==> src/sv/wpbe_pkg.sv <==
// Package: shared types and constants of the WS2812 bit encoder.
`default_nettype none

package wpbe_pkg;

  typedef enum logic [1:0] {
    REQ_DATA  = 2'd0,
    REQ_TICK  = 2'd1,
    REQ_FLUSH = 2'd2
  } req_t;

  typedef enum logic [1:0] {
    PH_FIRST  = 2'd0,
    PH_SECOND = 2'd1,
    PH_THIRD  = 2'd2
  } phase_t;

  localparam logic [1:0] CFG_ZERO_HIGH  = 2'd0;
  localparam logic [1:0] CFG_ONE_HIGH   = 2'd1;
  localparam logic [1:0] CFG_BIT_PERIOD = 2'd2;

  localparam logic [7:0] ZERO_HIGH_RST  = 8'd17;
  localparam logic [7:0] ONE_HIGH_RST   = 8'd35;
  localparam logic [7:0] BIT_PERIOD_RST = 8'd62;

  localparam logic [7:0] FILL_BYTE = 8'h00;

  localparam int RES_Q_DEPTH = 4;
  localparam int RES_Q_AW    = 2;
  localparam int RES_Q_CW    = 3;

  typedef struct packed {
    logic [7:0] zero_high;
    logic [7:0] one_high;
    logic [7:0] bit_period;
  } cfg_t;

  typedef struct packed {
    logic       tick;
    logic       active;
    logic       pop;
    logic [2:0] bit_idx;
    logic [7:0] cell_ticks;
    logic       busy;
    logic       ovf;
  } cmd_t;

  typedef struct packed {
    logic line_level;
    logic busy_res;
    logic overflow;
  } res_t;

endpackage

`default_nettype wire

==> src/sv/wpbe_if.sv <==
// Interfaces: request and result channels of the WS2812 bit encoder.
`default_nettype none

interface wpbe_req_if;
  logic       valid;
  logic       ready;
  logic [1:0] req_type;
  logic [7:0] data_byte;

  modport source (output valid, output req_type, output data_byte, input ready);
  modport sink (input valid, input req_type, input data_byte, output ready);
endinterface

interface wpbe_res_if;
  logic valid;
  logic ready;
  logic line_level;
  logic busy_res;
  logic overflow;

  modport source (output valid, output line_level, output busy_res, output overflow,
                  input ready);
  modport sink (input valid, input line_level, input busy_res, input overflow,
                output ready);
endinterface

`default_nettype wire

==> src/sv/wpbe_ram.sv <==
// Generic single-write, single-read RAM with registered read data.
`default_nettype none

module wpbe_ram #(
  parameter int WIDTH = 8,
  parameter int DEPTH = 16
) (
  input  wire logic                     clk,
  input  wire logic                     we,
  input  wire logic [$clog2(DEPTH)-1:0] waddr,
  input  wire logic [WIDTH-1:0]         wdata,
  input  wire logic                     re,
  input  wire logic [$clog2(DEPTH)-1:0] raddr,
  output logic      [WIDTH-1:0]         rdata
);

  logic [WIDTH-1:0] mem [DEPTH];

  always_ff @(posedge clk) begin
    if (we) begin
      mem[waddr] <= wdata;
    end
    if (re) begin
      rdata <= mem[raddr];
    end
  end

endmodule

`default_nettype wire

==> src/sv/wpbe_front.sv <==
// Front: triplet reorder, byte queue pointers and bit cell timing.
`default_nettype none

module wpbe_front #(
  parameter int QUEUE_DEPTH = 16
) (
  input  wire logic                           clk,
  input  wire logic                           rst,
  input  wire logic                           accept,
  input  wire logic [1:0]                     req_type,
  input  wire logic [7:0]                     data_byte,
  input  wire wpbe_pkg::cfg_t                 cfg,
  output logic                                cmd_valid,
  output wpbe_pkg::cmd_t                      cmd,
  output logic                                ram_we,
  output logic [$clog2(QUEUE_DEPTH)-1:0]      ram_waddr,
  output logic [7:0]                          ram_wdata,
  output logic                                ram_re,
  output logic [$clog2(QUEUE_DEPTH)-1:0]      ram_raddr
);

  localparam int AW = $clog2(QUEUE_DEPTH);
  localparam int CW = $clog2(QUEUE_DEPTH + 1);
  localparam logic [AW-1:0] LAST    = AW'(QUEUE_DEPTH - 1);
  localparam logic [CW-1:0] FULL    = CW'(QUEUE_DEPTH);
  localparam logic [CW-1:0] FULL_M1 = CW'(QUEUE_DEPTH - 1);

  function automatic logic [AW-1:0] wrap_inc(input logic [AW-1:0] p);
    wrap_inc = (p == LAST) ? '0 : p + 1'b1;
  endfunction

  logic [AW-1:0]     head, head_next;
  logic [AW-1:0]     tail, tail_next;
  logic [CW-1:0]     count, count_next;
  logic [7:0]        held, held_next;
  wpbe_pkg::phase_t  phase, phase_next;
  logic              sending, sending_next;
  logic [2:0]        bit_idx, bit_idx_next;
  logic [7:0]        cell_ticks, cell_ticks_next;
  logic              pend_valid, pend_valid_next;
  logic [AW-1:0]     pend_addr, pend_addr_next;
  logic [7:0]        pend_data, pend_data_next;

  wpbe_pkg::req_t    req;
  logic [1:0]        n_req;
  logic [7:0]        p0, p1;
  logic              ok0, ok1, ovf, pop, act;
  logic [2:0]        bi;
  logic [7:0]        ct;

  always_ff @(posedge clk) begin
    if (rst) begin
      head       <= '0;
      tail       <= '0;
      count      <= '0;
      held       <= '0;
      phase      <= wpbe_pkg::PH_FIRST;
      sending    <= 1'b0;
      bit_idx    <= '0;
      cell_ticks <= '0;
      pend_valid <= 1'b0;
    end else begin
      head       <= head_next;
      tail       <= tail_next;
      count      <= count_next;
      held       <= held_next;
      phase      <= phase_next;
      sending    <= sending_next;
      bit_idx    <= bit_idx_next;
      cell_ticks <= cell_ticks_next;
      pend_valid <= pend_valid_next;
    end
  end

  always_ff @(posedge clk) begin
    pend_addr <= pend_addr_next;
    pend_data <= pend_data_next;
  end

  always_comb begin
    req             = wpbe_pkg::req_t'(req_type);
    held_next       = held;
    phase_next      = phase;
    sending_next    = sending;
    bit_idx_next    = bit_idx;
    cell_ticks_next = cell_ticks;
    head_next       = head;
    n_req           = 2'd0;
    p0              = data_byte;
    p1              = held;
    pop             = 1'b0;
    act             = 1'b0;
    bi              = bit_idx;
    ct              = cell_ticks;

    if (accept) begin
      case (req)
        wpbe_pkg::REQ_DATA: begin
          case (phase)
            wpbe_pkg::PH_FIRST: begin
              held_next  = data_byte;
              phase_next = wpbe_pkg::PH_SECOND;
            end
            wpbe_pkg::PH_SECOND: begin
              n_req      = 2'd2;
              phase_next = wpbe_pkg::PH_THIRD;
            end
            wpbe_pkg::PH_THIRD: begin
              n_req      = 2'd1;
              phase_next = wpbe_pkg::PH_FIRST;
            end
            default: begin
              phase_next = wpbe_pkg::PH_FIRST;
            end
          endcase
        end
        wpbe_pkg::REQ_TICK: begin
          pop = !sending && (count != '0);
          act = sending || pop;
          if (pop) begin
            head_next = wrap_inc(head);
            bi        = '0;
            ct        = '0;
          end
          if (act) begin
            sending_next = 1'b1;
            if (({1'b0, ct} + 9'd1) >= {1'b0, cfg.bit_period}) begin
              cell_ticks_next = '0;
              if (bi == 3'd7) begin
                bit_idx_next = '0;
                sending_next = 1'b0;
              end else begin
                bit_idx_next = bi + 3'd1;
              end
            end else begin
              cell_ticks_next = ct + 8'd1;
              bit_idx_next    = bi;
            end
          end
        end
        wpbe_pkg::REQ_FLUSH: begin
          if (phase == wpbe_pkg::PH_SECOND) begin
            n_req = 2'd1;
            p0    = wpbe_pkg::FILL_BYTE;
          end
          phase_next = wpbe_pkg::PH_FIRST;
        end
        default: begin
        end
      endcase
    end

    ok0 = (n_req != 2'd0) && (count != FULL);
    ok1 = (n_req == 2'd2) && ok0 && (count != FULL_M1);
    ovf = ((n_req != 2'd0) && !ok0) || ((n_req == 2'd2) && !ok1);

    count_next = count + CW'(ok0) + CW'(ok1) - CW'(pop);
    tail_next  = ok1 ? wrap_inc(wrap_inc(tail)) : (ok0 ? wrap_inc(tail) : tail);

    // drain the pending write first, then park whatever push is left over
    if (pend_valid) begin
      ram_we          = 1'b1;
      ram_waddr       = pend_addr;
      ram_wdata       = pend_data;
      pend_valid_next = ok0;
      pend_addr_next  = tail;
      pend_data_next  = p0;
    end else begin
      ram_we          = ok0;
      ram_waddr       = tail;
      ram_wdata       = p0;
      pend_valid_next = ok1;
      pend_addr_next  = wrap_inc(tail);
      pend_data_next  = p1;
    end

    ram_re    = pop;
    ram_raddr = head;

    cmd_valid      = accept;
    cmd.tick       = accept && (req == wpbe_pkg::REQ_TICK);
    cmd.active     = act;
    cmd.pop        = pop;
    cmd.bit_idx    = bi;
    cmd.cell_ticks = ct;
    cmd.busy       = sending_next || (count_next != '0);
    cmd.ovf        = ovf;
  end

`ifndef SYNTHESIS
  a_count_bound: assert property (@(posedge clk) disable iff (rst)
    count <= FULL)
    else $error("byte queue count above depth");

  a_pend_no_overrun: assert property (@(posedge clk) disable iff (rst)
    !(pend_valid && ok1))
    else $error("pending write slot overrun");

  a_pop_starts_byte: assert property (@(posedge clk) disable iff (rst)
    pop |=> sending)
    else $error("byte taken but serializer not sending");
`endif

endmodule

`default_nettype wire

==> src/sv/wpbe_back.sv <==
// Back: line level from the shift byte, and the result queue.
`default_nettype none

module wpbe_back (
  input  wire logic           clk,
  input  wire logic           rst,
  input  wire logic           cmd_valid,
  input  wire wpbe_pkg::cmd_t cmd,
  input  wire logic [7:0]     rdata,
  input  wire wpbe_pkg::cfg_t cfg,
  output logic                space,
  output logic                res_valid,
  input  wire logic           res_ready,
  output wpbe_pkg::res_t      res
);

  logic                             st_valid;
  wpbe_pkg::cmd_t                   st_cmd;
  logic [7:0]                       shift_byte;
  logic                             line;
  wpbe_pkg::res_t                   q [wpbe_pkg::RES_Q_DEPTH];
  logic [wpbe_pkg::RES_Q_AW-1:0]    rd_ptr, wr_ptr;
  logic [wpbe_pkg::RES_Q_CW-1:0]    q_count;

  logic [7:0]     cur;
  logic [7:0]     high;
  logic           lvl;
  logic           push, pop;
  wpbe_pkg::res_t item;

  always_comb begin
    cur             = st_cmd.pop ? rdata : shift_byte;
    high            = cur[3'd7 - st_cmd.bit_idx] ? cfg.one_high : cfg.zero_high;
    lvl             = st_cmd.tick ? (st_cmd.active && (st_cmd.cell_ticks < high)) : line;
    item.line_level = lvl;
    item.busy_res   = st_cmd.busy;
    item.overflow   = st_cmd.ovf;
    push            = st_valid;
    res_valid       = q_count != '0;
    pop             = res_valid && res_ready;
    res             = q[rd_ptr];
    space           = (q_count + wpbe_pkg::RES_Q_CW'(st_valid))
                      < wpbe_pkg::RES_Q_CW'(wpbe_pkg::RES_Q_DEPTH);
  end

  always_ff @(posedge clk) begin
    if (rst) begin
      st_valid <= 1'b0;
      line     <= 1'b0;
      rd_ptr   <= '0;
      wr_ptr   <= '0;
      q_count  <= '0;
    end else begin
      st_valid <= cmd_valid;
      if (st_valid && st_cmd.tick) begin
        line <= lvl;
      end
      if (push) begin
        wr_ptr <= wr_ptr + 1'b1;
      end
      if (pop) begin
        rd_ptr <= rd_ptr + 1'b1;
      end
      q_count <= q_count + wpbe_pkg::RES_Q_CW'(push) - wpbe_pkg::RES_Q_CW'(pop);
    end
  end

  always_ff @(posedge clk) begin
    st_cmd <= cmd;
    if (st_valid && st_cmd.pop) begin
      shift_byte <= rdata;
    end
    if (push) begin
      q[wr_ptr] <= item;
    end
  end

`ifndef SYNTHESIS
  a_resq_no_overrun: assert property (@(posedge clk) disable iff (rst)
    push |-> (q_count != wpbe_pkg::RES_Q_CW'(wpbe_pkg::RES_Q_DEPTH)) || pop)
    else $error("result queue overrun");

  a_shift_load: assert property (@(posedge clk) disable iff (rst)
    (st_valid && st_cmd.pop) |=> shift_byte == $past(rdata))
    else $error("shift byte not loaded from queue");
`endif

endmodule

`default_nettype wire

==> src/sv/ws2812_pixel_bit_encoder_unit.sv <==
// Top level: WS2812 pixel bit encoder, byte queue RAM, front and back.
//
//   channel   dir   handshake            payload
//   req       in    req.valid/req.ready  req_type[1:0], data_byte[7:0]
//   res       out   res.valid/res.ready  line_level, busy_res, overflow
//   cfg       in    cfg_wr_en            cfg_index[1:0], cfg_data[7:0]
//
// One item per cycle while req.ready is high; results go via a stage register.
// The byte queue is a single-port-write RAM with registered read; a second
// byte of a reordered pair is written in the next cycle from a holding slot.
// req.ready drops only when the four-entry result queue backs up.
// Reset clears control state; byte queue RAM and data registers are not reset.
`default_nettype none

module ws2812_pixel_bit_encoder_unit #(
  parameter int QUEUE_DEPTH = 16
) (
  input  wire logic       clk,
  input  wire logic       rst,
  wpbe_req_if.sink        req,
  wpbe_res_if.source      res,
  input  wire logic       cfg_wr_en,
  input  wire logic [1:0] cfg_index,
  input  wire logic [7:0] cfg_data
);

  localparam int AW = $clog2(QUEUE_DEPTH);

  wpbe_pkg::cfg_t cfg;
  logic           accept;
  logic           space;
  logic           cmd_valid;
  wpbe_pkg::cmd_t cmd;
  logic           ram_we, ram_re;
  logic [AW-1:0]  ram_waddr, ram_raddr;
  logic [7:0]     ram_wdata, ram_rdata;
  wpbe_pkg::res_t res_item;

  always_ff @(posedge clk) begin
    if (rst) begin
      cfg.zero_high  <= wpbe_pkg::ZERO_HIGH_RST;
      cfg.one_high   <= wpbe_pkg::ONE_HIGH_RST;
      cfg.bit_period <= wpbe_pkg::BIT_PERIOD_RST;
    end else if (cfg_wr_en) begin
      case (cfg_index)
        wpbe_pkg::CFG_ZERO_HIGH:  cfg.zero_high  <= cfg_data;
        wpbe_pkg::CFG_ONE_HIGH:   cfg.one_high   <= cfg_data;
        wpbe_pkg::CFG_BIT_PERIOD: cfg.bit_period <= cfg_data;
        default: begin
        end
      endcase
    end
  end

  assign req.ready = space;
  assign accept    = req.valid && space;

  wpbe_front #(
    .QUEUE_DEPTH(QUEUE_DEPTH)
  ) u_front (
    .clk       (clk),
    .rst       (rst),
    .accept    (accept),
    .req_type  (req.req_type),
    .data_byte (req.data_byte),
    .cfg       (cfg),
    .cmd_valid (cmd_valid),
    .cmd       (cmd),
    .ram_we    (ram_we),
    .ram_waddr (ram_waddr),
    .ram_wdata (ram_wdata),
    .ram_re    (ram_re),
    .ram_raddr (ram_raddr)
  );

  wpbe_ram #(
    .WIDTH(8),
    .DEPTH(QUEUE_DEPTH)
  ) u_byte_queue (
    .clk   (clk),
    .we    (ram_we),
    .waddr (ram_waddr),
    .wdata (ram_wdata),
    .re    (ram_re),
    .raddr (ram_raddr),
    .rdata (ram_rdata)
  );

  wpbe_back u_back (
    .clk       (clk),
    .rst       (rst),
    .cmd_valid (cmd_valid),
    .cmd       (cmd),
    .rdata     (ram_rdata),
    .cfg       (cfg),
    .space     (space),
    .res_valid (res.valid),
    .res_ready (res.ready),
    .res       (res_item)
  );

  assign res.line_level = res_item.line_level;
  assign res.busy_res   = res_item.busy_res;
  assign res.overflow   = res_item.overflow;

endmodule

`default_nettype wire

==> src/flat_wrapper.sv <==
// flat-port wrapper written by rule: the top's interface ports become plain ports
module ws2812_pixel_bit_encoder_unit_flat 
#(
  parameter int QUEUE_DEPTH = 16
)
  (clk, rst, cfg_wr_en, cfg_index, cfg_data, req_valid, req_req_type, req_data_byte, req_ready, res_valid, res_line_level, res_busy_res, res_overflow, res_ready);
  wpbe_req_if req_i ();
  wpbe_res_if res_i ();
  input  wire logic clk;
  input  wire logic rst;
  input  wire logic cfg_wr_en;
  input  wire logic [1:0] cfg_index;
  input  wire logic [7:0] cfg_data;
  input wire logic [$bits(req_i.valid)-1:0] req_valid;
  input wire logic [$bits(req_i.req_type)-1:0] req_req_type;
  input wire logic [$bits(req_i.data_byte)-1:0] req_data_byte;
  output wire logic [$bits(req_i.ready)-1:0] req_ready;
  output wire logic [$bits(res_i.valid)-1:0] res_valid;
  output wire logic [$bits(res_i.line_level)-1:0] res_line_level;
  output wire logic [$bits(res_i.busy_res)-1:0] res_busy_res;
  output wire logic [$bits(res_i.overflow)-1:0] res_overflow;
  input wire logic [$bits(res_i.ready)-1:0] res_ready;
  assign req_i.valid = req_valid;
  assign req_i.req_type = req_req_type;
  assign req_i.data_byte = req_data_byte;
  assign req_ready = req_i.ready;
  assign res_valid = res_i.valid;
  assign res_line_level = res_i.line_level;
  assign res_busy_res = res_i.busy_res;
  assign res_overflow = res_i.overflow;
  assign res_i.ready = res_ready;
  ws2812_pixel_bit_encoder_unit #(.QUEUE_DEPTH(QUEUE_DEPTH)) u_core (.clk(clk), .rst(rst), .req(req_i), .res(res_i), .cfg_wr_en(cfg_wr_en), .cfg_index(cfg_index), .cfg_data(cfg_data));
endmodule
==> config.mk <==
export PLATFORM = sky130hd
export DESIGN_NAME = ws2812_pixel_bit_encoder_unit_flat
export DESIGN_NICKNAME = d
export VERILOG_FILES = /design/src/sv/wpbe_pkg.sv /design/src/sv/wpbe_if.sv /design/src/sv/wpbe_ram.sv /design/src/sv/wpbe_front.sv /design/src/sv/wpbe_back.sv /design/src/sv/ws2812_pixel_bit_encoder_unit.sv /design/src/flat_wrapper.sv
export SDC_FILE = /design/constraint.sdc
export NUM_CORES = 1
export LEC_CHECK = 0
export ABC_AREA = 0
export BUFFER_PORTS_ARGS = -buffer_cell sky130_fd_sc_hd__buf_4
export CAP_MARGIN = 20
export CELL_PAD_IN_SITES_DETAIL_PLACEMENT = 0
export CELL_PAD_IN_SITES_GLOBAL_PLACEMENT = 2
export CORE_ASPECT_RATIO = 1.5
export CORE_MARGIN = 2
export CORE_UTILIZATION = 40
export DETAILED_ROUTE_END_ITERATION = 10
export PLACE_DENSITY = 0.79
export SYNTH_ARGS = -nofsm -noshare
export SYNTH_HDL_FRONTEND = slang
export SYNTH_SLANG_ARGS = --single-unit
==> constraint.sdc <==
create_clock -name clk -period 3.7 [get_ports clk]
set_clock_uncertainty 0.15 [all_clocks]
set_input_delay 0.925 -clock clk [delete_from_list [all_inputs] [get_ports clk]]
set_output_delay 0.925 -clock clk [all_outputs]
set_load 0.03 [all_outputs]
**After elaboration in Yosys (flattened, before gate mapping)**

Memory sizes are Yosys's and may differ from the RTL's. A register that Yosys moved wholly into a read port is not among the register bits.
Index checks and enable logic that the tools add are counted.

- Add/sub/neg operators: 14
- Magnitude comparators: 4
- Equal/unequal tests: 13
- Muxes and demuxes: 51
- Reductions and logical operators: 35

Operator list:

| kind | count |
|---|---|
| $mux 8 | 13 |
| $mux 4 | 7 |
| $mux 3 | 7 |
| $mux 1 | 16 |
| $pmux 2 s2 | 4 |
| $add 4x1->4 const B | 3 |
| $eq 4x4->1 const B | 3 |
| $logic_and 1x1->1 | 12 |
| $add 5x1->5 | 2 |
| $reduce_and 2->1 | 5 |
| $reduce_bool 5->1 | 2 |
| $add 8x1->9 const B | 1 |
| $ge 9x8->1 | 1 |
| $reduce_and 3->1 | 3 |
| $add 8x1->8 const B | 1 |
| $eq 2x2->1 const B | 4 |
| $lt 8x8->1 | 1 |
| $eq 2x1->1 const B | 3 |
| $logic_not 2->1 | 3 |
| $mux 2 | 3 |
| $reduce_bool 2->1 | 3 |
| $ne 5x4->1 const B | 1 |
| $ne 5x5->1 const B | 1 |
| $sub 5x1->5 | 1 |
| other kinds (12) | 17 |

- Bits in registers: 105
- Bits in writable memories: 140
- Bits of input ports: 25
- Output and inout port bits: 5
- Memories: 2

Memories:

| memory | words | width | read ports | clocked after memory_dff | wr ports | RTL line | source |
|---|---|---|---|---|---|---|---|
| u_core.u_byte_queue.mem | 16 | 8 | 1 | 1 | 1 | wpbe_ram.sv:17 | `logic [WIDTH-1:0] mem [DEPTH];` |
| u_core.u_back.q | 4 | 3 | 1 | 1 | 1 | wpbe_back.sv:21 | `wpbe_pkg::res_t q [wpbe_pkg::RES_Q_DEPTH];` |

**Depth between registers and ports, before layout**

Gate-level depths: netlist (run 1).

- Word-level depth: 12
- Mapped depth: 17
- Mapped depth without buffers: 16

**Modules after synthesis**

From an unflattened synthesis (run 1), not the netlist that was laid out.

- Cell total of the unflattened synthesis: 832
- Area total of the unflattened synthesis: 11,101.9 um^2

By module, submodules not included:

| module | instances | cells an instance | area each (um^2) | sequential area each (um^2) |
|---|---|---|---|---|
| wpbe_ram | 1 | 229 | 5,227.5 | 4,083.9 |
| wpbe_front | 1 | 364 | 2,937.8 | 960.9 |
| wpbe_back | 1 | 140 | 1,935.6 | 1,141.1 |
| ws2812_pixel_bit_encoder_unit | 1 | 99 | 1,001.0 | 480.5 |

**Worst setup path after synthesis (run 1)**

No wires, ideal clock.

- Kind: input port to flip-flop
- Start: in req_valid
- End: reg u_core.u_back.st_cmd, in the netlist u_core.u_back.item[1]
- Data arrival time: 3.672 ns
- Required time: 3.414 ns
- Setup slack: -0.258 ns
- Stages: 13
- Cells stage by stage: inv_1 nor4b_1 nand2_1 inv_1 ha_1 inv_1 fa_1 fa_1 a21oi_1 nor2_1 nor2_1 xnor2_1 o2111ai_1

RTL lines:

| element | RTL line | source |
|---|---|---|
| start, declared | flat_wrapper.sv:14 | `input wire logic [$bits(req_i.valid)-1:0] req_valid;` |
| end signal, assigned | wpbe_back.sv:69 | `st_cmd <= cmd;` |
| end, declared | wpbe_back.sv:18 | `wpbe_pkg::cmd_t st_cmd;` |

==> results_dict.tcl, run 1 <==
set metrics [dict create \
    insertion_delay_ns 0.51 \
    syn_nets 859 \
    cp.required_ns 3.93 \
    drv_slew 0 \
    route.detailed.drc 0 \
    synth_edf_count 156 \
    synth_cell_types 57 \
    hold_violations 0 \
    synth_area_um2 10800 \
    synth_top_cell_area_share_pct 43.5 \
    drive_gt1_share_pct 21.0 \
    drt_iter0_markers 352 \
    fmax_mhz 289 \
    vias 6270 \
    syn_area_per_cell_um2 13.5 \
    fin_crit_sh_pct 93.6 \
    ys_ff_latch 255 \
    r2r_slack_ns 0.24 \
    yosysSeqAreaShare_pct 61.8 \
    place.gp.congestion 0.751 \
    cts_tree "done" \
    p_comb_share_pct 15.0 \
    synthTopCellsByArea "edfxtp_1, dfxtp_1, mux4_2" \
    num_io_pins 30 \
    die_w_um 138 \
    rows 73 \
    n_antenna_cell 0 \
    final_common_cell "edfxtp_1" \
    cts.sinks 255 \
    async_flop_share_pct 0 \
    die_h_um 205 \
    path_common_cell "ha_1" \
    syn_inst 797 \
    max_cap_violations 0 \
    p_int_mw 5.05 \
    hp-class "reg -> reg" \
    fin_cells 1226 \
    crit_fanout 2 \
    power.switching_mw 1.63 \
    antenna_found_initial 0 \
    yosysTopAreaCell "edfxtp_1" \
    ys_warn_count 0 \
    max_slew_margin_pct 44.1 \
    grt-ovfl-total 0 \
    area_growth_pct 16.5 \
    grt_pass1_wl_um 34300 \
    post_dp_cell_area_um2 11700 \
    placedCellCount 1181 \
    gr-usage-all-layers_pct 15.1 \
    routed_wl_um 21100 \
    htree_levels 1 \
    holdBufCountCts 0 \
    core_area_um2 26500 \
    grt_pass1_vias 6577 \
    wl_per_cell_um 17.2 \
    switching_share_pct 24.4 \
    first_pass_iters 4 \
    ant_nets 0 \
    finalSetupViolCount 0 \
    min_period_ns 3.46 \
    seq_power_share_pct 48.0 \
    io_buffers 29 \
    critPathTopFamily "adder cells" \
    clock_path_buffers 3 \
    grt_max_degree 76 \
    routed_via_density 5.11 \
    start_kind "register" \
    cpPeakStageDelay_ns 0.43 \
    utilization_pct 47.4 \
    crit_slowest_cell "fa_1" \
    nFillCells 2395 \
    ys.flop_type "edfxtp_1" \
    power.density_nw_per_um2 532 \
    pwr-share-clk_pct 37.0 \
    die_area_um2 28300 \
    design_area_um2 12600 \
    total_power_mw 6.69 \
    worstPathCellList "ha_1 -> ha_1 -> xor2_1 -> or3_1 -> nor3_4 -> inv_2 -> ha_1 -> inv_1 -> fa_1 -> fa_2 -> a21oi_1 -> nor2_1 -> nor2_1 -> xnor2_1 -> o2111ai_1" \
    rsz0062_at_grt "no" \
    tns_ns 0 \
    dp_hpwl_um 14900 \
    ir_worst_vdd_v 0.000358 \
    start_util_pct 40.7 \
    cts.clk_slew.worst_paths_ns 0.06 \
    fin_nets 933 \
    layout_common_cells "edfxtp_1, dfxtp_1, buf_4" \
    cts_root_buffer "clkbuf_16" \
    p_leak_nw 4.59 \
    status "completed" \
    crit_type "reg -> reg" \
    path_buf_inv 2 \
    tightest_slew_ns 0.839 \
    cts_buffers 25 \
    cp.arrival_ns 3.69 \
    end_kind "register" \
]
==> sequential cells by signal, indices dropped and copies added (netlist names), 2 cells and up, named ones only <==
| register | cells |
|---|---|
| u_core.cfg | 24 |
| u_core.u_back.item | 2 |
| u_core.u_back.q | 12 |
| u_core.u_back.q_count | 3 |
| u_core.u_back.rd_ptr | 2 |
| u_core.u_back.shift_byte | 8 |
| u_core.u_back.st_cmd | 14 |
| u_core.u_back.wr_ptr | 2 |
| u_core.u_byte_queue.mem | 128 |
| u_core.u_byte_queue.rdata | 8 |
| u_core.u_front.bit_idx | 3 |
| u_core.u_front.cell_ticks | 8 |
| u_core.u_front.count | 5 |
| u_core.u_front.held | 8 |
| u_core.u_front.pend_addr | 4 |
| u_core.u_front.pend_data | 8 |
| u_core.u_front.phase | 2 |
| u_core.u_front.ram_raddr | 4 |
| u_core.u_front.tail | 4 |
==> path summary, 6_finish.rpt <==
path / cells past startpoint / start / to
max: 15 / u_core.u_back.q_count[0]$_SDFF_PP0_ / u_core.u_back.item[1]$_DFF_P_
min: 0 / u_core.u_byte_queue.rdata[2]$_DFFE_PP_ / u_core.u_back.shift_byte[2]$_DFFE_PP_
max reg2reg: 15 / u_core.u_back.q_count[0]$_SDFF_PP0_ / u_core.u_back.item[1]$_DFF_P_
min reg2reg: 0 / u_core.u_byte_queue.rdata[2]$_DFFE_PP_ / u_core.u_back.shift_byte[2]$_DFFE_PP_
==> final cells by class <==
class                   count  area (um2)  share of cell area, %
well taps                 337         422                   3.36
clock inverters             9         104                  0.827
multi-input cells         455        3830                   30.5
repair buffers             87         666                   5.30
inverters                  47         176                   1.40
clock buffers              36         697                   5.55
flip-flops and latches    255        6670                   53.1
==> kinds of logic (layout without fill, tap and decap cells) <==
logic type	Yosys count	count (layout)	synth area share, %
flip-flops	255	255	61.8
AND/OR/NAND/NOR	213	213	9.30
AO/OA/AOI/OAI	103	103	6.36
buffers and inverters	87	179	3.06
multiplexers	83	83	13.5
adder cells (fa/ha/maj)	37	37	4.43
XOR/XNOR	19	19	1.54
==> metrics by stage <==
stage | hold slack (ns) | worst slack (ns)
2_1_floorplan | 0.267 | 0.0305
3_3_place_gp | 0.272 | -0.0818
3_5_place_dp | 0.281 | -0.169
4_1_cts | 0.294 | 0.0176
5_1_grt | 0.306 | 0.00497
6_report | 0.294 | 0.238
==> power by group through the flow <==
stage	Combinational, mW	Clock, mW	Sequential, mW
2_1_floorplan	0.671	0	3.24
3_3_place_gp	0.997	0	3.27
3_5_place_dp	1.00	0	3.27
4_1_cts	1.01	2.54	3.21
5_1_grt	1.12	2.65	3.22
6_report	1.00	2.48	3.21
==> Yosys cell counts, types with 20 or more instances <==
master    instances
and2_1           20
ha_1             35
o21ai_0          22
nand2_1          42
mux2i_1          32
mux4_2           43
nor2_1           86
inv_1            46
clkbuf_1         34
dfxtp_1          99
edfxtp_1        156
a21oi_1          28
==> worst register-to-register path, cell delays in order, from the launching register on <==
cell and delay, ns:
dfxtp_1 0.32, ha_1 0.20, ha_1 0.19, xor2_1 0.16
or3_1 0.38, nor3_4 0.17, inv_2 0.06, ha_1 0.27
inv_1 0.05, fa_1 0.43, fa_2 0.36, a21oi_1 0.16
nor2_1 0.07, nor2_1 0.11, xnor2_1 0.15, o2111ai_1 0.12
==> routing by layer <==
layer / GRT usage, % / wire, um / up-vias
met1: 15.9 / 8040 / 3071
met5: 0 / 0 / -
met4: 4.45 / 423 / 0
met3: 2.03 / 562 / 27
li1: - / - / 3088
met2: 30.9 / 12000 / 84
==> what timing repair did <==
| item | CTS | global route |
|---|---|---|
| pin swaps | 0 | 2 |
| buffers inserted | 0 | 0 |
| setup endpoints to repair | 12 | 13 |
| gates cloned | 0 | 0 |
| resized for setup | 1 | 6 |
(Power assumes the default switching activity.)
==> inputs of run 2 (changes only) <==
--- a/config.mk
+++ b/config.mk
@@ -14,6 +14,7 @@
 export CORE_MARGIN = 2
 export CORE_UTILIZATION = 40
 export DETAILED_ROUTE_END_ITERATION = 10
+export GPL_TIMING_DRIVEN = 0
 export PLACE_DENSITY = 0.79
 export SYNTH_ARGS = -nofsm -noshare
 export SYNTH_HDL_FRONTEND = slang
==> results_dict.tcl, run 2 (same netlist as run 1, synthesis figures left out) <==
set metrics [dict create \
    die_area_um2 28300 \
    top_register "u_core.u_byte_queue.mem" \
    grt_pass1_wl_um 35400 \
    htree_levels 1 \
    dp_hpwl_um 16100 \
    cp.required_ns 3.95 \
    min_period_ns 3.54 \
    start_util_pct 40.7 \
    hold_violations 0 \
    crit_type "reg -> reg" \
    ir_worst_vdd_v 0.000393 \
    route.detailed.drc 0 \
    power.density_nw_per_um2 561 \
    antenna_found_initial 0 \
    cts_buffers 26 \
    routed_via_density 5.09 \
    utilization_pct 47.7 \
    start_kind "register" \
    grt-ovfl-total 0 \
    cpPeakStageDelay_ns 0.38 \
    fin_nets 934 \
    cts_tree "done" \
    routed_wl_um 22400 \
    tns_ns 0 \
    max_slew_margin_pct 42.5 \
    clock_path_buffers 3 \
    worstPathCellList "ha_1 -> ha_1 -> xor2_2 -> or3_4 -> nor3_4 -> inv_2 -> ha_1 -> inv_1 -> fa_2 -> fa_2 -> a21oi_1 -> nor2_1 -> nor2_1 -> xnor2_1 -> buf_4 -> nor2_1" \
    insertion_delay_ns 0.53 \
    die_h_um 205 \
    drive_gt1_share_pct 18.7 \
    num_io_pins 30 \
    cts.sinks 255 \
    crit_slowest_cell "or3_4" \
    drt_iter0_markers 354 \
    fin_ws_ns 0.156 \
    die_w_um 138 \
    grt_max_degree 17 \
    p_leak_nw 4.51 \
    ant_nets 0 \
    first_pass_iters 4 \
    area_growth_pct 17.1 \
    io_buffers 29 \
    dpl_worst_slack_ns -0.653 \
    core_area_um2 26500 \
    drv_slew 0 \
    critPathTopFamily "adder cells" \
    crit_fanout 6 \
    layout_common_cells "edfxtp_1, dfxtp_1, nor2_1" \
    fin_crit_sh_pct 95.8 \
    status "completed" \
    grt_pass1_vias 6351 \
    wl_per_cell_um 18.2 \
    final_common_cell "edfxtp_1" \
    largest_reg_flops 128 \
    finalSetupViolCount 0 \
    cts.clk_slew.worst_paths_ns 0.06 \
    timing.hold.ws_ns 0.292 \
    fmax_mhz 282 \
    total_power_mw 7.08 \
    end_kind "register" \
    path_buf_inv 3 \
    place.gp.congestion 0.781 \
    top_regs "u_core.u_byte_queue.mem (128), u_core.cfg (24), u_core.u_back.st_cmd (14)" \
    gr-usage-all-layers_pct 16.1 \
    cts_root_buffer "clkbuf_16" \
    cp.arrival_ns 3.79 \
    hp-class "reg -> reg" \
    max_cap_violations 0 \
    n_antenna_cell 0 \
    vias 6253 \
    rows 73 \
    tightest_slew_ns 0.859 \
]
==> run 2: cell types whose count changed in the layout (fill, tap and decap cells not counted), moves of 3 or more <==
cell       change
o21ai_1        +8
a21oi_1        -3
o21ai_0        -8
buf_1          +3
a21oi_2        +3
bufinv_16      +4
buf_2          +3
buf_4         -39
clkinv_1       +4
clkbuf_1      +27
clkbuf_8       -3
==> run 2: worst reg2reg max path, delay by kind of cell (launching register included) <==
kind                       cells  cell delay, ns
DFF                            1            0.31
AOI/OAI and AO/OA              1            0.14
buffers and inverters          3            0.26
xor gates and xnor gates       2            0.37
adders and majority gates      5            1.41
and+or+nand+nor                5            0.75
==> run 2: what timing repair did <==
| item | in CTS | in global routing |
|---|---|---|
| gates resized for setup | 15 | 14 |
| cloned | 0 | 1 |
| hold endpoints to repair | 0 | 0 |
| hold buffers | 0 | 0 |
| pin swaps | 5 | 8 |
| endpoints found under the setup margin | 17 | 18 |
| buffers inserted | 5 | 5 |
==> run 2: where the power goes <==
| group | total, mW | switching (mW) | internal, mW | leakage (nW) |
|---|---|---|---|---|
| clock network | 2.83 | 1.08 | 1.75 | 0.455 |
| logic | 1.04 | 0.559 | 0.479 | 1.84 |
| registers | 3.21 | 0.0767 | 3.13 | 2.21 |
| total | 7.08 | 1.72 | 5.36 | 4.51 |
==> run 2: per-layer routing <==
layer / GRT usage [%] / vias up / part of all wire (%)
li1: - / 3099 / -
met1: 18.0 / 3018 / 39
met2: 31.1 / 97 / 55
met3: 2.08 / 39 / 2.7
met4: 5.76 / 0 / 2.9
met5: 0 / - / 0
==> run 2: final timing paths <==
path	startpoint	to	slack, ns	cells after the start
max	u_core.u_back.q_count[0]$_SDFF_PP0_	u_core.u_front.count[4]$_SDFF_PP0_	0.16	16
min	u_core.u_byte_queue.rdata[7]$_DFFE_PP_	u_core.u_back.shift_byte[7]$_DFFE_PP_	0.29	0
max reg2reg	u_core.u_back.q_count[0]$_SDFF_PP0_	u_core.u_front.count[4]$_SDFF_PP0_	0.16	16
min reg2reg	u_core.u_byte_queue.rdata[7]$_DFFE_PP_	u_core.u_back.shift_byte[7]$_DFFE_PP_	0.29	0
==> run 2: layout make-up <==
cell class	count	area, um2
inverters	47	179
plain buffers	39	158
multi-input cells	455	3900
clock buffers	30	687
clock inverters	18	245
fillers	2404	13900
well taps	337	422
flip-flops and latches	255	6670
repair buffers	48	364
==> run 2: through the flow <==
stage                     instance area (um2)  cells
after floorplan                         10800    797
after global placement                  11400   1163
after detailed placement                11500   1170
after CTS                               12500   1222
after global routing                    12600   1229
final                                   12600   1229
==> inputs of run 3 (changes only) <==
--- a/config.mk
+++ b/config.mk
@@ -8,14 +8,12 @@
 export ABC_AREA = 0
 export BUFFER_PORTS_ARGS = -buffer_cell sky130_fd_sc_hd__buf_4
 export CAP_MARGIN = 20
-export CELL_PAD_IN_SITES_DETAIL_PLACEMENT = 0
-export CELL_PAD_IN_SITES_GLOBAL_PLACEMENT = 2
 export CORE_ASPECT_RATIO = 1.5
 export CORE_MARGIN = 2
-export CORE_UTILIZATION = 40
+export CORE_UTILIZATION = 56
 export DETAILED_ROUTE_END_ITERATION = 10
 export GPL_TIMING_DRIVEN = 0
-export PLACE_DENSITY = 0.79
+export PLACE_DENSITY = 0.8
 export SYNTH_ARGS = -nofsm -noshare
 export SYNTH_HDL_FRONTEND = slang
 export SYNTH_SLANG_ARGS = --single-unit
==> results_dict.tcl, run 3 (same netlist as run 1, synthesis figures left out) <==
set metrics [dict create \
    drt_iter0_markers 493 \
    worstPathCellList "ha_4 -> ha_4 -> xor2_4 -> or3_4 -> buf_6 -> nor3_4 -> inv_2 -> ha_4 -> inv_2 -> fa_2 -> fa_2 -> a21oi_2 -> nor2_1 -> nor2_1 -> xnor2_1 -> o2111ai_1" \
    final_common_cell "edfxtp_1" \
    grt_max_degree 17 \
    p_leak_nw 4.42 \
    fmax_mhz 278 \
    n_antenna_cell 0 \
    design_area_um2 12400 \
    antenna_found_initial 0 \
    die_h_um 174 \
    hp-class "reg -> reg" \
    fin_crit_sh_pct 97.1 \
    dp_hpwl_um 15000 \
    ir_worst_vdd_v 0.000425 \
    area_growth_pct 14.8 \
    drv_slew 0 \
    ff_latch_area_um2 6670 \
    cpPeakStageDelay_ns 0.40 \
    gr-usage-all-layers_pct 21.2 \
    routed_wl_um 21700 \
    fin_nets 929 \
    finalSetupViolCount 0 \
    p_int_mw 4.96 \
    grt-ovfl-total 0 \
    top_register "u_core.u_byte_queue.mem" \
    critPathTopFamily "adder cells" \
    wl_per_cell_um 19.0 \
    cp.required_ns 3.94 \
    routed_via_density 5.76 \
    fin_ws_ns 0.106 \
    min_period_ns 3.59 \
    cts.sinks 255 \
    cts.clk_slew.worst_paths_ns 0.07 \
    vias 6563 \
    clock_path_buffers 3 \
    status "completed" \
    holdBufCountCts 0 \
    dpl_worst_slack_ns -0.510 \
    largest_reg_flops 128 \
    place.gp.congestion 0.835 \
    p_comb_share_pct 15.4 \
    switching_share_pct 25.1 \
    num_io_pins 30 \
    start_util_pct 56.7 \
    start_kind "register" \
    rows 62 \
    max_cap_violations 0 \
    pwr-share-clk_pct 36.0 \
    multi_input_area_um2 3930 \
    power.density_nw_per_um2 535 \
    grt_pass1_vias 6634 \
    cts_root_buffer "clkbuf_16" \
    post_dp_cell_area_um2 11400 \
    die_area_um2 20400 \
    nFillCells 1360 \
    cts_tree "done" \
    utilization_pct 65.1 \
    layout_common_cells "edfxtp_1, dfxtp_1, nor2_1" \
    max_slew_margin_pct 25.5 \
    insertion_delay_ns 0.52 \
    cts_buffers 24 \
    power.switching_mw 1.66 \
    tightest_slew_ns 1.11 \
    die_w_um 117 \
    end_kind "register" \
    crit_slowest_cell "or3_4" \
    rsz0062_at_grt "yes" \
    route.detailed.drc 0 \
    htree_levels 1 \
    first_pass_iters 5 \
    crit_fanout 6 \
    crit_type "reg -> reg" \
    path_buf_inv 3 \
    path_common_cell "ha_4" \
    ant_nets 0 \
    seq_power_share_pct 48.6 \
    drive_gt1_share_pct 18.3 \
    io_buffers 29 \
    hold_violations 0 \
    grt_pass1_wl_um 33400 \
    top_regs "u_core.u_byte_queue.mem (128), u_core.cfg (24), u_core.u_back.st_cmd (14)" \
    core_area_um2 19000 \
    cp.arrival_ns 3.83 \
]
[run 3: cell count changes in the layout (fill, tap and decap cells not counted), moves of 3 or more]
cell / previous run / this run
buf_4: 47 / 42
bufinv_16: 6 / 0
clkinv_2: 5 / 2
ha_4: 0 / 3
[run 3: through the flow]
stage	power (mW)	instances	setup TNS (ns)	hold slack [ns]
2_1_floorplan	3.91	797	0	0.267
3_3_place_gp	4.14	1082	-30.77	0.273
3_5_place_dp	4.17	1088	-4.79	0.278
4_1_cts	6.57	1134	0	0.296
5_1_grt	6.90	1140	-0.117	0.311
6_report	6.62	1140	0	0.296
[run 3: final cells by class]
cell class / instances / share of cell area (%)
Clock inverter: 9 / 0.435
Buffer: 40 / 1.33
Tap cell: 256 / 2.59
Timing Repair Buffer: 44 / 2.73
Clock buffer: 34 / 5.83
Inverter: 47 / 1.45
Sequential cell: 255 / 53.9
Multi-Input combinational cell: 455 / 31.8
[run 3: worst register-to-register path, stage by stage, from the launching register on]
cell and delay (ns):
dfxtp_2 0.34, ha_4 0.16, ha_4 0.17, xor2_4 0.18, or3_4 0.40, buf_6 0.14
nor3_4 0.16, inv_2 0.08, ha_4 0.26, inv_2 0.03, fa_2 0.40, fa_2 0.39
a21oi_2 0.14, nor2_1 0.05, nor2_1 0.12, xnor2_1 0.15, o2111ai_1 0.13
[run 3: path summary, 6_finish.rpt]
path	startpoint	end	slack [ns]	cells after the start
setup / recovery	u_core.u_back.push$_SDFF_PP0_	u_core.u_back.item[1]$_DFF_P_	0.11	16
hold / removal	u_core.u_byte_queue.rdata[0]$_DFFE_PP_	u_core.u_back.shift_byte[0]$_DFFE_PP_	0.30	0
setup reg to reg	u_core.u_back.push$_SDFF_PP0_	u_core.u_back.item[1]$_DFF_P_	0.11	16
hold reg to reg	u_core.u_byte_queue.rdata[0]$_DFFE_PP_	u_core.u_back.shift_byte[0]$_DFFE_PP_	0.30	0
[run 3: what timing repair did]
item	4_1_cts	5_1_grt
pin swaps	1	13
setup endpoints to repair	17	44
buffers inserted	3	6
gates resized for setup	10	26
[run 3: per-layer routing]
layer | GRT usage [%] | part of all wire (%) | vias to the layer above
met5 | 0 | 0 | -
met4 | 6.67 | 2.9 | 0
met3 | 2.96 | 3.7 | 44
met2 | 40.3 | 57 | 162
li1 | - | - | 3084
met1 | 23.9 | 37 | 3273
[run 3: power by group through the flow]
stage          Sequential [mW]  Clock [mW]  Combinational, mW
3_5_place_dp              3.26           0              0.907
5_1_grt                   3.23        2.54               1.13
2_1_floorplan             3.24           0              0.671
3_3_place_gp              3.26           0              0.882
6_report                  3.22        2.38               1.02
4_1_cts                   3.21        2.42              0.946
